==> src/rtl/dptdc_pkg.sv <==
`default_nettype none
// ----------------------------------------------------------------------------
// dptdc_pkg
// Shared types and constants of the date-pair text to day-code block.
// ----------------------------------------------------------------------------
package dptdc_pkg;

  localparam int unsigned CharW  = 8;
  localparam int unsigned DayW   = 7;
  localparam int unsigned MonW   = 4;
  localparam int unsigned YearW  = 14;
  localparam int unsigned CountW = 5;
  localparam int unsigned LetW   = 24;
  localparam int unsigned CodeW  = 16;
  localparam int unsigned FullYW = 16;
  localparam int unsigned MoffW  = 9;

  localparam logic [CountW-1:0] SepPos   = 5'd9;
  localparam logic [CountW-1:0] SecStart = 5'd10;
  localparam logic [CountW-1:0] TextLen  = 5'd19;
  localparam logic [CountW-1:0] CountMax = 5'd20;

  // day number arithmetic
  localparam int unsigned RW       = 27;
  localparam int unsigned AccW     = 26;
  localparam int unsigned Q100W    = 10;
  localparam int unsigned RecipW   = 17;
  localparam int unsigned RecipSh  = 23;
  localparam logic [RecipW-1:0] Recip100 = 17'd83887;  // ceil(2^23 / 100)
  localparam int unsigned Day2006  = 732312;
  localparam int unsigned DayBias  = 306;

  typedef struct packed {
    logic [CharW-1:0] char_in;
    logic             last_char;
  } in_word_t;

  typedef struct packed {
    logic [CodeW-1:0] first_date_code;
    logic [CodeW-1:0] second_date_code;
    logic             bad_length;
  } out_word_t;

  typedef enum logic [1:0] {
    JobFirst,
    JobSecond,
    JobBad
  } job_kind_e;

  typedef struct packed {
    job_kind_e         kind;
    logic [DayW-1:0]   day;
    logic [MonW-1:0]   month;
    logic [YearW-1:0]  year;
  } job_t;

  typedef struct packed {
    logic valid;
    job_t job;
  } job_slot_t;

  // packed upper-case month code to month number, 0 when unknown
  function automatic logic [MonW-1:0] month_number(input logic [LetW-1:0] letters);
    logic [MonW-1:0] m;
    unique case (letters)
      24'h4A414E: m = 4'd1;
      24'h464542: m = 4'd2;
      24'h4D4152: m = 4'd3;
      24'h415052: m = 4'd4;
      24'h4D4159: m = 4'd5;
      24'h4A554E: m = 4'd6;
      24'h4A554C: m = 4'd7;
      24'h415547: m = 4'd8;
      24'h534550: m = 4'd9;
      24'h4F4354: m = 4'd10;
      24'h4E4F56: m = 4'd11;
      24'h444543: m = 4'd12;
      default:    m = 4'd0;
    endcase
    return m;
  endfunction

  // (153*m - 457)/5 for the shifted month 3..14
  function automatic logic [MoffW-1:0] month_offset(input logic [MonW-1:0] m);
    logic [MoffW-1:0] o;
    unique case (m)
      4'd4:    o = 9'd31;
      4'd5:    o = 9'd61;
      4'd6:    o = 9'd92;
      4'd7:    o = 9'd122;
      4'd8:    o = 9'd153;
      4'd9:    o = 9'd184;
      4'd10:   o = 9'd214;
      4'd11:   o = 9'd245;
      4'd12:   o = 9'd275;
      4'd13:   o = 9'd306;
      4'd14:   o = 9'd337;
      default: o = 9'd0;
    endcase
    return o;
  endfunction

endpackage
`default_nettype wire

==> src/rtl/dptdc_in_if.sv <==
`default_nettype none
// ----------------------------------------------------------------------------
// dptdc_in_if
// Character channel: valid/ready handshake, one character word per transfer.
// ----------------------------------------------------------------------------
interface dptdc_in_if;
  import dptdc_pkg::*;

  logic     valid;
  logic     ready;
  in_word_t data;

  modport source (output valid, output data, input ready);
  modport sink   (input valid, input data, output ready);
endinterface
`default_nettype wire

==> src/rtl/dptdc_out_if.sv <==
`default_nettype none
// ----------------------------------------------------------------------------
// dptdc_out_if
// Result channel: valid/ready handshake, two day codes and a length flag.
// ----------------------------------------------------------------------------
interface dptdc_out_if;
  import dptdc_pkg::*;

  logic      valid;
  logic      ready;
  out_word_t data;

  modport source (output valid, output data, input ready);
  modport sink   (input valid, input data, output ready);
endinterface
`default_nettype wire

==> src/rtl/dptdc_front.sv <==
`default_nettype none
// ----------------------------------------------------------------------------
// dptdc_front
// Character parser: gathers day, month and year fields and issues a date job
// on the separator and on the final character.
// ----------------------------------------------------------------------------
module dptdc_front (
  input  wire logic                  clk_i,
  input  wire logic                  rst_ni,
  dptdc_in_if.sink                   in_i,
  input  wire logic                  full_i,
  output dptdc_pkg::job_slot_t       push_o
);
  import dptdc_pkg::*;

  logic [CountW-1:0] count_q, count_d;
  logic [DayW-1:0]   day_q, day_d, day_n;
  logic [LetW-1:0]   let_q, let_d, let_n;
  logic [YearW-1:0]  year_q, year_d, year_n;
  logic              stop_q, stop_d, stop_n;
  logic [CountW-1:0] rel;
  logic              acc, is_dig;
  logic [3:0]        dval;

  assign in_i.ready = !full_i;
  assign acc        = in_i.valid && !full_i;
  assign is_dig     = (in_i.data.char_in >= 8'h30) && (in_i.data.char_in <= 8'h39);
  assign dval       = in_i.data.char_in[3:0];
  assign rel        = (count_q < SepPos) ? count_q : count_q - SecStart;

  // field update for the current character
  always_comb begin
    day_n  = day_q;
    let_n  = let_q;
    year_n = year_q;
    stop_n = stop_q;
    if (count_q != SepPos && count_q < TextLen) begin
      if (rel == 5'd0 || rel == 5'd5) begin
        stop_n = 1'b0;
      end
      if (rel < 5'd2) begin
        if (!stop_n && is_dig) begin
          day_n = DayW'((DayW+4)'(day_q) * (DayW+4)'(10) + (DayW+4)'(dval));
        end else begin
          stop_n = 1'b1;
        end
      end else if (rel < 5'd5) begin
        let_n = {let_q[LetW-CharW-1:0], in_i.data.char_in};
      end else begin
        if (!stop_n && is_dig) begin
          year_n = YearW'((YearW+4)'(year_q) * (YearW+4)'(10) + (YearW+4)'(dval));
        end else begin
          stop_n = 1'b1;
        end
      end
    end
  end

  always_comb begin
    count_d = count_q;
    day_d   = day_q;
    let_d   = let_q;
    year_d  = year_q;
    stop_d  = stop_q;
    push_o  = '0;
    if (acc) begin
      if (count_q < CountMax) begin
        count_d = count_q + 5'd1;
      end
      if (count_q == SepPos) begin
        push_o.valid     = 1'b1;
        push_o.job.kind  = JobFirst;
        push_o.job.day   = day_q;
        push_o.job.month = month_number(let_q);
        push_o.job.year  = year_q;
        day_d  = '0;
        let_d  = '0;
        year_d = '0;
        stop_d = 1'b0;
      end else begin
        day_d  = day_n;
        let_d  = let_n;
        year_d = year_n;
        stop_d = stop_n;
      end
      if (in_i.data.last_char) begin
        push_o.valid     = 1'b1;
        push_o.job.kind  = (count_d == TextLen) ? JobSecond : JobBad;
        push_o.job.day   = day_n;
        push_o.job.month = month_number(let_n);
        push_o.job.year  = year_n;
        count_d = '0;
        day_d   = '0;
        let_d   = '0;
        year_d  = '0;
        stop_d  = 1'b0;
      end
    end
  end

  always_ff @(posedge clk_i or negedge rst_ni) begin
    if (!rst_ni) begin
      count_q <= '0;
      day_q   <= '0;
      let_q   <= '0;
      year_q  <= '0;
      stop_q  <= 1'b0;
    end else begin
      count_q <= count_d;
      day_q   <= day_d;
      let_q   <= let_d;
      year_q  <= year_d;
      stop_q  <= stop_d;
    end
  end

endmodule
`default_nettype wire

==> src/rtl/dptdc_queue.sv <==
`default_nettype none
// ----------------------------------------------------------------------------
// dptdc_queue
// Two-entry job queue between the parser and the day-code pipeline.
// ----------------------------------------------------------------------------
module dptdc_queue (
  input  wire logic                  clk_i,
  input  wire logic                  rst_ni,
  input  wire dptdc_pkg::job_slot_t  push_i,
  input  wire logic                  pop_i,
  output dptdc_pkg::job_slot_t       head_o,
  output logic                       full_o
);
  import dptdc_pkg::*;

  job_t       mem_q [2];
  logic       wr_q, wr_d;
  logic       rd_q, rd_d;
  logic [1:0] cnt_q, cnt_d;
  logic       do_push, do_pop;

  assign full_o       = (cnt_q == 2'd2);
  assign do_push      = push_i.valid && !full_o;
  assign do_pop       = pop_i && (cnt_q != 2'd0);
  assign head_o.valid = (cnt_q != 2'd0);
  assign head_o.job   = mem_q[rd_q];

  always_comb begin
    wr_d  = do_push ? !wr_q : wr_q;
    rd_d  = do_pop ? !rd_q : rd_q;
    cnt_d = cnt_q + 2'(do_push) - 2'(do_pop);
  end

  always_ff @(posedge clk_i) begin
    if (do_push) begin
      mem_q[wr_q] <= push_i.job;
    end
  end

  always_ff @(posedge clk_i or negedge rst_ni) begin
    if (!rst_ni) begin
      wr_q  <= 1'b0;
      rd_q  <= 1'b0;
      cnt_q <= '0;
    end else begin
      wr_q  <= wr_d;
      rd_q  <= rd_d;
      cnt_q <= cnt_d;
    end
  end

endmodule
`default_nettype wire

==> src/rtl/dptdc_back.sv <==
`default_nettype none
// ----------------------------------------------------------------------------
// dptdc_back
// Day-code pipeline: civil date to day number to window code, four stages,
// then the result register. Holds the first code until the second arrives.
// ----------------------------------------------------------------------------
module dptdc_back #(
  parameter int unsigned CODE_WIDTH = 14
) (
  input  wire logic                  clk_i,
  input  wire logic                  rst_ni,
  input  wire dptdc_pkg::job_slot_t  head_i,
  output logic                       pop_o,
  dptdc_out_if.source                out_o
);
  import dptdc_pkg::*;

  localparam logic signed [RW-1:0] WinStart = RW'(Day2006);
  localparam logic signed [RW-1:0] WinEnd   = RW'(Day2006 + (1 << CODE_WIDTH) - 2);

  logic en;

  // stage 1: year and month shift, month offset
  logic               s1_v_q;
  job_kind_e          s1_kind_q;
  logic [FullYW-1:0]  s1_y_q, y_w;
  logic [MoffW-1:0]   s1_moff_q;
  logic [DayW-1:0]    s1_day_q;
  logic [MonW-1:0]    m_w;

  // stage 2: products
  logic               s2_v_q;
  job_kind_e          s2_kind_q;
  logic [AccW-2:0]    s2_p365_q;
  logic [YearW-1:0]   s2_q4_q;
  logic [Q100W-1:0]   s2_q100_q;
  logic [MoffW-1:0]   s2_moff_q;
  logic [DayW-1:0]    s2_day_q;
  logic [FullYW+RecipW-1:0] prod100;

  // stage 3: partial sums
  logic                     s3_v_q;
  job_kind_e                s3_kind_q;
  logic [AccW-1:0]          s3_a_q;
  logic signed [MoffW+1:0]  s3_b_q;

  // stage 4: day number
  logic                   s4_v_q;
  job_kind_e              s4_kind_q;
  logic signed [RW-1:0]   s4_r_q;

  logic [CodeW-1:0]     held_q;
  logic                 ov_q, ov_d;
  out_word_t            od_q, od_d;
  logic [CodeW-1:0]     code;
  logic signed [RW-1:0] diff;

  assign en    = !ov_q || out_o.ready;
  assign pop_o = en;

  always_comb begin
    if (head_i.job.month < 4'd3) begin
      y_w = FullYW'(head_i.job.year) - 16'd1;
      m_w = head_i.job.month + 4'd12;
    end else begin
      y_w = FullYW'(head_i.job.year);
      m_w = head_i.job.month;
    end
  end

  assign prod100 = (FullYW+RecipW)'(s1_y_q) * (FullYW+RecipW)'(Recip100);

  // window mapping
  assign diff = s4_r_q - WinStart + RW'(2);
  always_comb begin
    if (s4_r_q < 0) begin
      code = '1;
    end else if (s4_r_q < WinStart) begin
      code = 16'd1;
    end else if (s4_r_q > WinEnd) begin
      code = '1;
    end else begin
      code = CodeW'(diff[CODE_WIDTH:0]);
    end
  end

  always_comb begin
    ov_d = ov_q;
    od_d = od_q;
    if (en) begin
      ov_d = s4_v_q && (s4_kind_q != JobFirst);
      case (s4_kind_q)
        JobSecond: begin
          od_d.first_date_code  = held_q;
          od_d.second_date_code = code;
          od_d.bad_length       = 1'b0;
        end
        default: begin
          od_d = '0;
          od_d.bad_length = 1'b1;
        end
      endcase
    end
  end

  assign out_o.valid = ov_q;
  assign out_o.data  = od_q;

  always_ff @(posedge clk_i) begin
    if (en) begin
      s1_kind_q <= head_i.job.kind;
      s1_y_q    <= y_w;
      s1_moff_q <= month_offset(m_w);
      s1_day_q  <= head_i.job.day;

      s2_kind_q <= s1_kind_q;
      s2_p365_q <= (AccW-1)'((AccW-1)'(s1_y_q) * (AccW-1)'(365));
      s2_q4_q   <= s1_y_q[FullYW-1:2];
      s2_q100_q <= Q100W'(prod100 >> RecipSh);
      s2_moff_q <= s1_moff_q;
      s2_day_q  <= s1_day_q;

      s3_kind_q <= s2_kind_q;
      s3_a_q    <= AccW'(s2_p365_q) + AccW'(s2_q4_q) + AccW'(s2_q100_q >> 2)
                   - AccW'(s2_q100_q);
      s3_b_q    <= $signed((MoffW+2)'(s2_moff_q)) + $signed((MoffW+2)'(s2_day_q))
                   - $signed((MoffW+2)'(DayBias));

      s4_kind_q <= s3_kind_q;
      s4_r_q    <= $signed(RW'(s3_a_q)) + RW'(s3_b_q);

      od_q      <= od_d;
    end
  end

  always_ff @(posedge clk_i or negedge rst_ni) begin
    if (!rst_ni) begin
      s1_v_q <= 1'b0;
      s2_v_q <= 1'b0;
      s3_v_q <= 1'b0;
      s4_v_q <= 1'b0;
      ov_q   <= 1'b0;
      held_q <= '0;
    end else begin
      ov_q <= ov_d;
      if (en) begin
        s1_v_q <= head_i.valid;
        s2_v_q <= s1_v_q;
        s3_v_q <= s2_v_q;
        s4_v_q <= s3_v_q;
        if (s4_v_q && s4_kind_q == JobFirst) begin
          held_q <= code;
        end
      end
    end
  end

endmodule
`default_nettype wire

==> src/rtl/date_pair_text_to_day_codes_core.sv <==
`default_nettype none
// Path: a result word follows the final character through the queue, the four
//   day-code stages and the result register.
// Throughput: one character per cycle; while a result waits, input keeps flowing
//   until the two-entry job queue fills, then ready drops.
// Reset: asynchronous, active low; clears parser fields, queue and pipeline valids.
// ----------------------------------------------------------------------------
// date_pair_text_to_day_codes_core
// Parses a DDMMMYYYY?DDMMMYYYY character stream and returns two day codes.
// ----------------------------------------------------------------------------
module date_pair_text_to_day_codes_core #(
  parameter int unsigned CODE_WIDTH = 14
) (
  input  wire logic    clk_i,
  input  wire logic    rst_ni,
  dptdc_in_if.sink     in_i,
  dptdc_out_if.source  out_o
);
  import dptdc_pkg::*;

  job_slot_t push;
  job_slot_t head;
  logic      full;
  logic      pop;

  dptdc_front u_front (
    .clk_i  (clk_i),
    .rst_ni (rst_ni),
    .in_i   (in_i),
    .full_i (full),
    .push_o (push)
  );

  dptdc_queue u_queue (
    .clk_i  (clk_i),
    .rst_ni (rst_ni),
    .push_i (push),
    .pop_i  (pop),
    .head_o (head),
    .full_o (full)
  );

  dptdc_back #(
    .CODE_WIDTH (CODE_WIDTH)
  ) u_back (
    .clk_i  (clk_i),
    .rst_ni (rst_ni),
    .head_i (head),
    .pop_o  (pop),
    .out_o  (out_o)
  );

endmodule
`default_nettype wire
==> src/flat_wrapper.sv <==
// flat-port wrapper written by rule: the top's interface ports become plain ports
module date_pair_text_to_day_codes_core_flat import dptdc_pkg::*;
#(
  parameter int unsigned CODE_WIDTH = 14
)
  (clk_i, rst_ni, in_i_valid, in_i_data, in_i_ready, out_o_valid, out_o_data, out_o_ready);
  dptdc_in_if in_i_i ();
  dptdc_out_if out_o_i ();
  input  wire logic clk_i;
  input  wire logic rst_ni;
  input wire logic [$bits(in_i_i.valid)-1:0] in_i_valid;
  input wire logic [$bits(in_i_i.data)-1:0] in_i_data;
  output wire logic [$bits(in_i_i.ready)-1:0] in_i_ready;
  output wire logic [$bits(out_o_i.valid)-1:0] out_o_valid;
  output wire logic [$bits(out_o_i.data)-1:0] out_o_data;
  input wire logic [$bits(out_o_i.ready)-1:0] out_o_ready;
  assign in_i_i.valid = in_i_valid;
  assign in_i_i.data = in_i_data;
  assign in_i_ready = in_i_i.ready;
  assign out_o_valid = out_o_i.valid;
  assign out_o_data = out_o_i.data;
  assign out_o_i.ready = out_o_ready;
  date_pair_text_to_day_codes_core #(.CODE_WIDTH(CODE_WIDTH)) u_core (.clk_i(clk_i), .rst_ni(rst_ni), .in_i(in_i_i), .out_o(out_o_i));
endmodule
==> config.mk <==
export PLATFORM = sky130hd
export DESIGN_NAME = date_pair_text_to_day_codes_core_flat
export DESIGN_NICKNAME = d
export VERILOG_FILES = /design/src/rtl/dptdc_pkg.sv /design/src/rtl/dptdc_in_if.sv /design/src/rtl/dptdc_out_if.sv /design/src/rtl/dptdc_front.sv /design/src/rtl/dptdc_queue.sv /design/src/rtl/dptdc_back.sv /design/src/rtl/date_pair_text_to_day_codes_core.sv /design/src/flat_wrapper.sv
export SDC_FILE = /design/constraint.sdc
export NUM_CORES = 1
export LEC_CHECK = 0
export CORE_AREA = 2 2 229 231
export CTS_BUF_LIST = sky130_fd_sc_hd__clkbuf_4 sky130_fd_sc_hd__clkbuf_8 sky130_fd_sc_hd__clkbuf_16
export CTS_CLUSTER_SIZE = 24
export DETAILED_ROUTE_END_ITERATION = 10
export DIE_AREA = 0 0 231 233
export DONT_BUFFER_PORTS = 1
export GPL_TIMING_DRIVEN = 0
export SYNTH_ARGS = -nofsm -noshare
export SYNTH_HDL_FRONTEND = slang
export SYNTH_HIERARCHICAL = 1
export SYNTH_SLANG_ARGS = --single-unit
==> constraint.sdc <==
create_clock -name clk_i -period 9.7 [get_ports clk_i]
set_clock_uncertainty 0.2 [all_clocks]
set_input_delay 0.485 -clock clk_i [delete_from_list [all_inputs] [get_ports clk_i]]
set_output_delay 0.485 -clock clk_i [all_outputs]
set_load 0.02 [all_outputs]
==> impl_metrics.tcl <==
set metrics [dict create \
    coreArea_sq_mm 0.0511 \
    rows 83 \
    crit_required_ns 9.78 \
    synth_cell_types 90 \
    synth_top_flop_cell "edfxtp_1" \
    drt_iter0_markers 915 \
    ant_nets 0 \
    cts_buffers 36 \
    crit_fanout 10 \
    finalCriticalPeriod_ns 6.99 \
    final_cell_mix "inv_1, ha_1, edfxtp_1" \
    mostFrequentLayoutCell "inv_1" \
    io_pins 48 \
    netlist_instances 2306 \
    synth_top_area_share 0.300 \
    syn_area_sq_mm 0.0254 \
    period_share 0.721 \
    clk_path_buf_depth 3 \
    drc_errors 0 \
    drt_wl_total_microns 51600 \
    clk_latency_ns 0.55 \
    grt_max_degree 77 \
    vias 16600 \
    initial_core_util 0.497 \
    crit_type "register to register" \
    async_flop_share 0.230 \
    cts-resized-gates 0 \
    max_cap_violations 0 \
    place_hpwl_microns 40800 \
    portBuffers 0 \
    synth_edf_count 254 \
    grt_pass1_wl_microns 86000 \
    ys_seq_area_frac 0.375 \
    overflow 0 \
    clkSlewWorstSetupHoldPaths_ns 0.06 \
    gp_congestion 0.865 \
    status "finished clean" \
    hold_buffers 9 \
    min_path_type "input pin to register" \
    crit_path_start_kind "register" \
    grt.total_usage 0.198 \
    wl_per_cell_microns 16.8 \
    finalSetupTns_ns 0 \
    die_h_microns 233 \
    cts_sinks 330 \
    firstDrtPassIters 5 \
    ys_seq_elements 330 \
    dieArea_sq_mm 0.0538 \
    cts_root_buf "clkbuf_16" \
    arrival_ns 7.07 \
    ys_top_cells_by_area "edfxtp_1, ha_1, fa_1" \
    setup_viol 0 \
    htreeDepth 2 \
    max_freq_ghz 0.143 \
    antenna_found_initial 1 \
    areaGrowthSynthToFinish_pct 9.12 \
    viasPerCell 5.43 \
    first_global_vias 17200 \
    cts_setup_buffers 0 \
    avgSynthCellArea_sq_um 11.0 \
    layout.nets 2842 \
    relSlewSlack 0.165 \
    dieWidth_microns 231 \
    drive_above_1_share 0.0709 \
    cts_tree "yes" \
    synth_warnings 6 \
    worst_pin_slew_ns 1.25 \
    end_kind "register" \
    yosysTopAreaCell "edfxtp_1" \
    hold_viol 0 \
    rsz0062_at_grt "false" \
    synth_nets 2792 \
    drv_slew 0 \
]
final timing paths:
path                                            start                    endpoint  slack [ns]  depth (start not counted)
max                          u_core/u_back/s1_y_q[14]  u_core/u_back/s2_q100_q[9]        2.71                         21
min                                      in_i_data[2]     u_core/u_front/day_q[1]        0.04                          2
max reg2reg                  u_core/u_back/s1_y_q[14]  u_core/u_back/s2_q100_q[9]        2.71                         21
min reg2reg                u_core/u_back/s1_moff_q[0]  u_core/u_back/s2_moff_q[0]        0.21                          0
max in group asynchronous                      rst_ni     u_core/u_back/held_q[7]        8.63                          2
min in group asynchronous                      rst_ni    u_core/u_front/let_q[23]        0.35                          2
kinds of logic (layout without fill, tap and decap cells):
kind of cell,after synthesis,after routing,synth area share
AO/OA/AOI/OAI,429,429,0.112
XOR/XNOR,132,132,0.0461
adder cells (fa/ha/maj),473,473,0.282
buffers and inverters,425,503,0.0644
flip-flops,330,330,0.375
multiplexers,43,43,0.0219
other,0,1,0
AND/OR/NAND/NOR,474,474,0.0984
worst max-delay path: stages, from the launching register on:
cell	delay, ns
edfxtp_1	0.72
inv_1	0.33
ha_1	0.57
ha_1	0.37
inv_1	0.05
fa_1	0.52
inv_1	0.06
fa_1	0.51
fa_1	0.56
inv_1	0.06
fa_1	0.54
inv_1	0.05
ha_1	0.30
nand4_1	0.14
a21oi_1	0.08
nor3_1	0.24
o211ai_1	0.22
o2111ai_1	0.31
a21oi_1	0.14
o22ai_1	0.42
mux2i_1	0.25
nand2_1	0.09
metal layers:
| metal | up-vias | GRT usage | part of all wire |
|---|---|---|---|
| met5 | - | 0 | 0 |
| met4 | 0 | 0.0736 | 0.032 |
| met1 | 8138 | 0.243 | 0.43 |
| li1 | 8096 | - | - |
| met3 | 93 | 0.0284 | 0.036 |
| met2 | 311 | 0.354 | 0.50 |
state kept, by name, indices dropped and copies added, names as in the netlist, 5 cells and up:
signal	cells
u_core/u_front/year_q	14
u_core/u_back/s4_r_q	27
u_core/u_back/s2_day_q	7
u_core/u_back/s2_moff_q	9
u_core/u_back/s3_b_q	11
u_core/u_front/let_q	24
u_core/u_queue/mem_q	54
u_core/u_back/s2_q100_q	10
u_core/u_front/day_q	7
u_core/u_back/s2_q4_q	13
u_core/u_back/s1_y_q	15
u_core/u_back/out_o.data	33
u_core/u_front/count_q	5
u_core/u_back/s2_p365_q	25
u_core/u_back/s3_a_q	26
u_core/u_back/s1_day_q	7
u_core/u_back/held_q	16
u_core/u_back/s1_moff_q	9
area by class of cell:
cell class / count / area [sq um]
Antenna cell: 1 / 2.50
Buffer: 39 / 190
Clock buffer: 44 / 980
Clock inverter: 22 / 299
Fill cell: 4433 / 23400
Inverter: 386 / 1450
Multi-Input combinational cell: 1551 / 14200
Sequential cell: 330 / 9530
Tap cell: 680 / 851
Timing Repair Buffer: 12 / 178
per-stage QoR:
step	hold WS [ns]	instances	utilization	area [sq um]	worst slack, ns
after floorplan	-0.0106	2306	-	25400	1.70
after global placement	-0.00857	2986	0.514	26200	-0.889
after detailed placement	-0.00853	2989	0.515	26300	2.69
after CTS	0.00430	3064	0.542	27700	2.67
after global routing	0.0355	3065	0.542	27700	2.26
final	0.0355	3065	0.542	27700	2.71
cell usage after synthesis (all sizes together) (15+ instances only):
library cell  instances
dfrtp                76
a211oi               16
o21ai               101
nand2               116
nor2b                26
o21a                 19
ha                  309
clkbuf               26
fa                  164
nor3b                15
nand3                29
inv                 386
xnor2                87
xor2                 44
nor2                111
and2                 27
mux2                 35
nor3                 38
a22o                 38
edfxtp              254
a21o                 34
nand4                16
a21oi               128
Power is not shown: default switching activity piles up to over one toggle a cycle in this logic, so the estimate is an artifact.
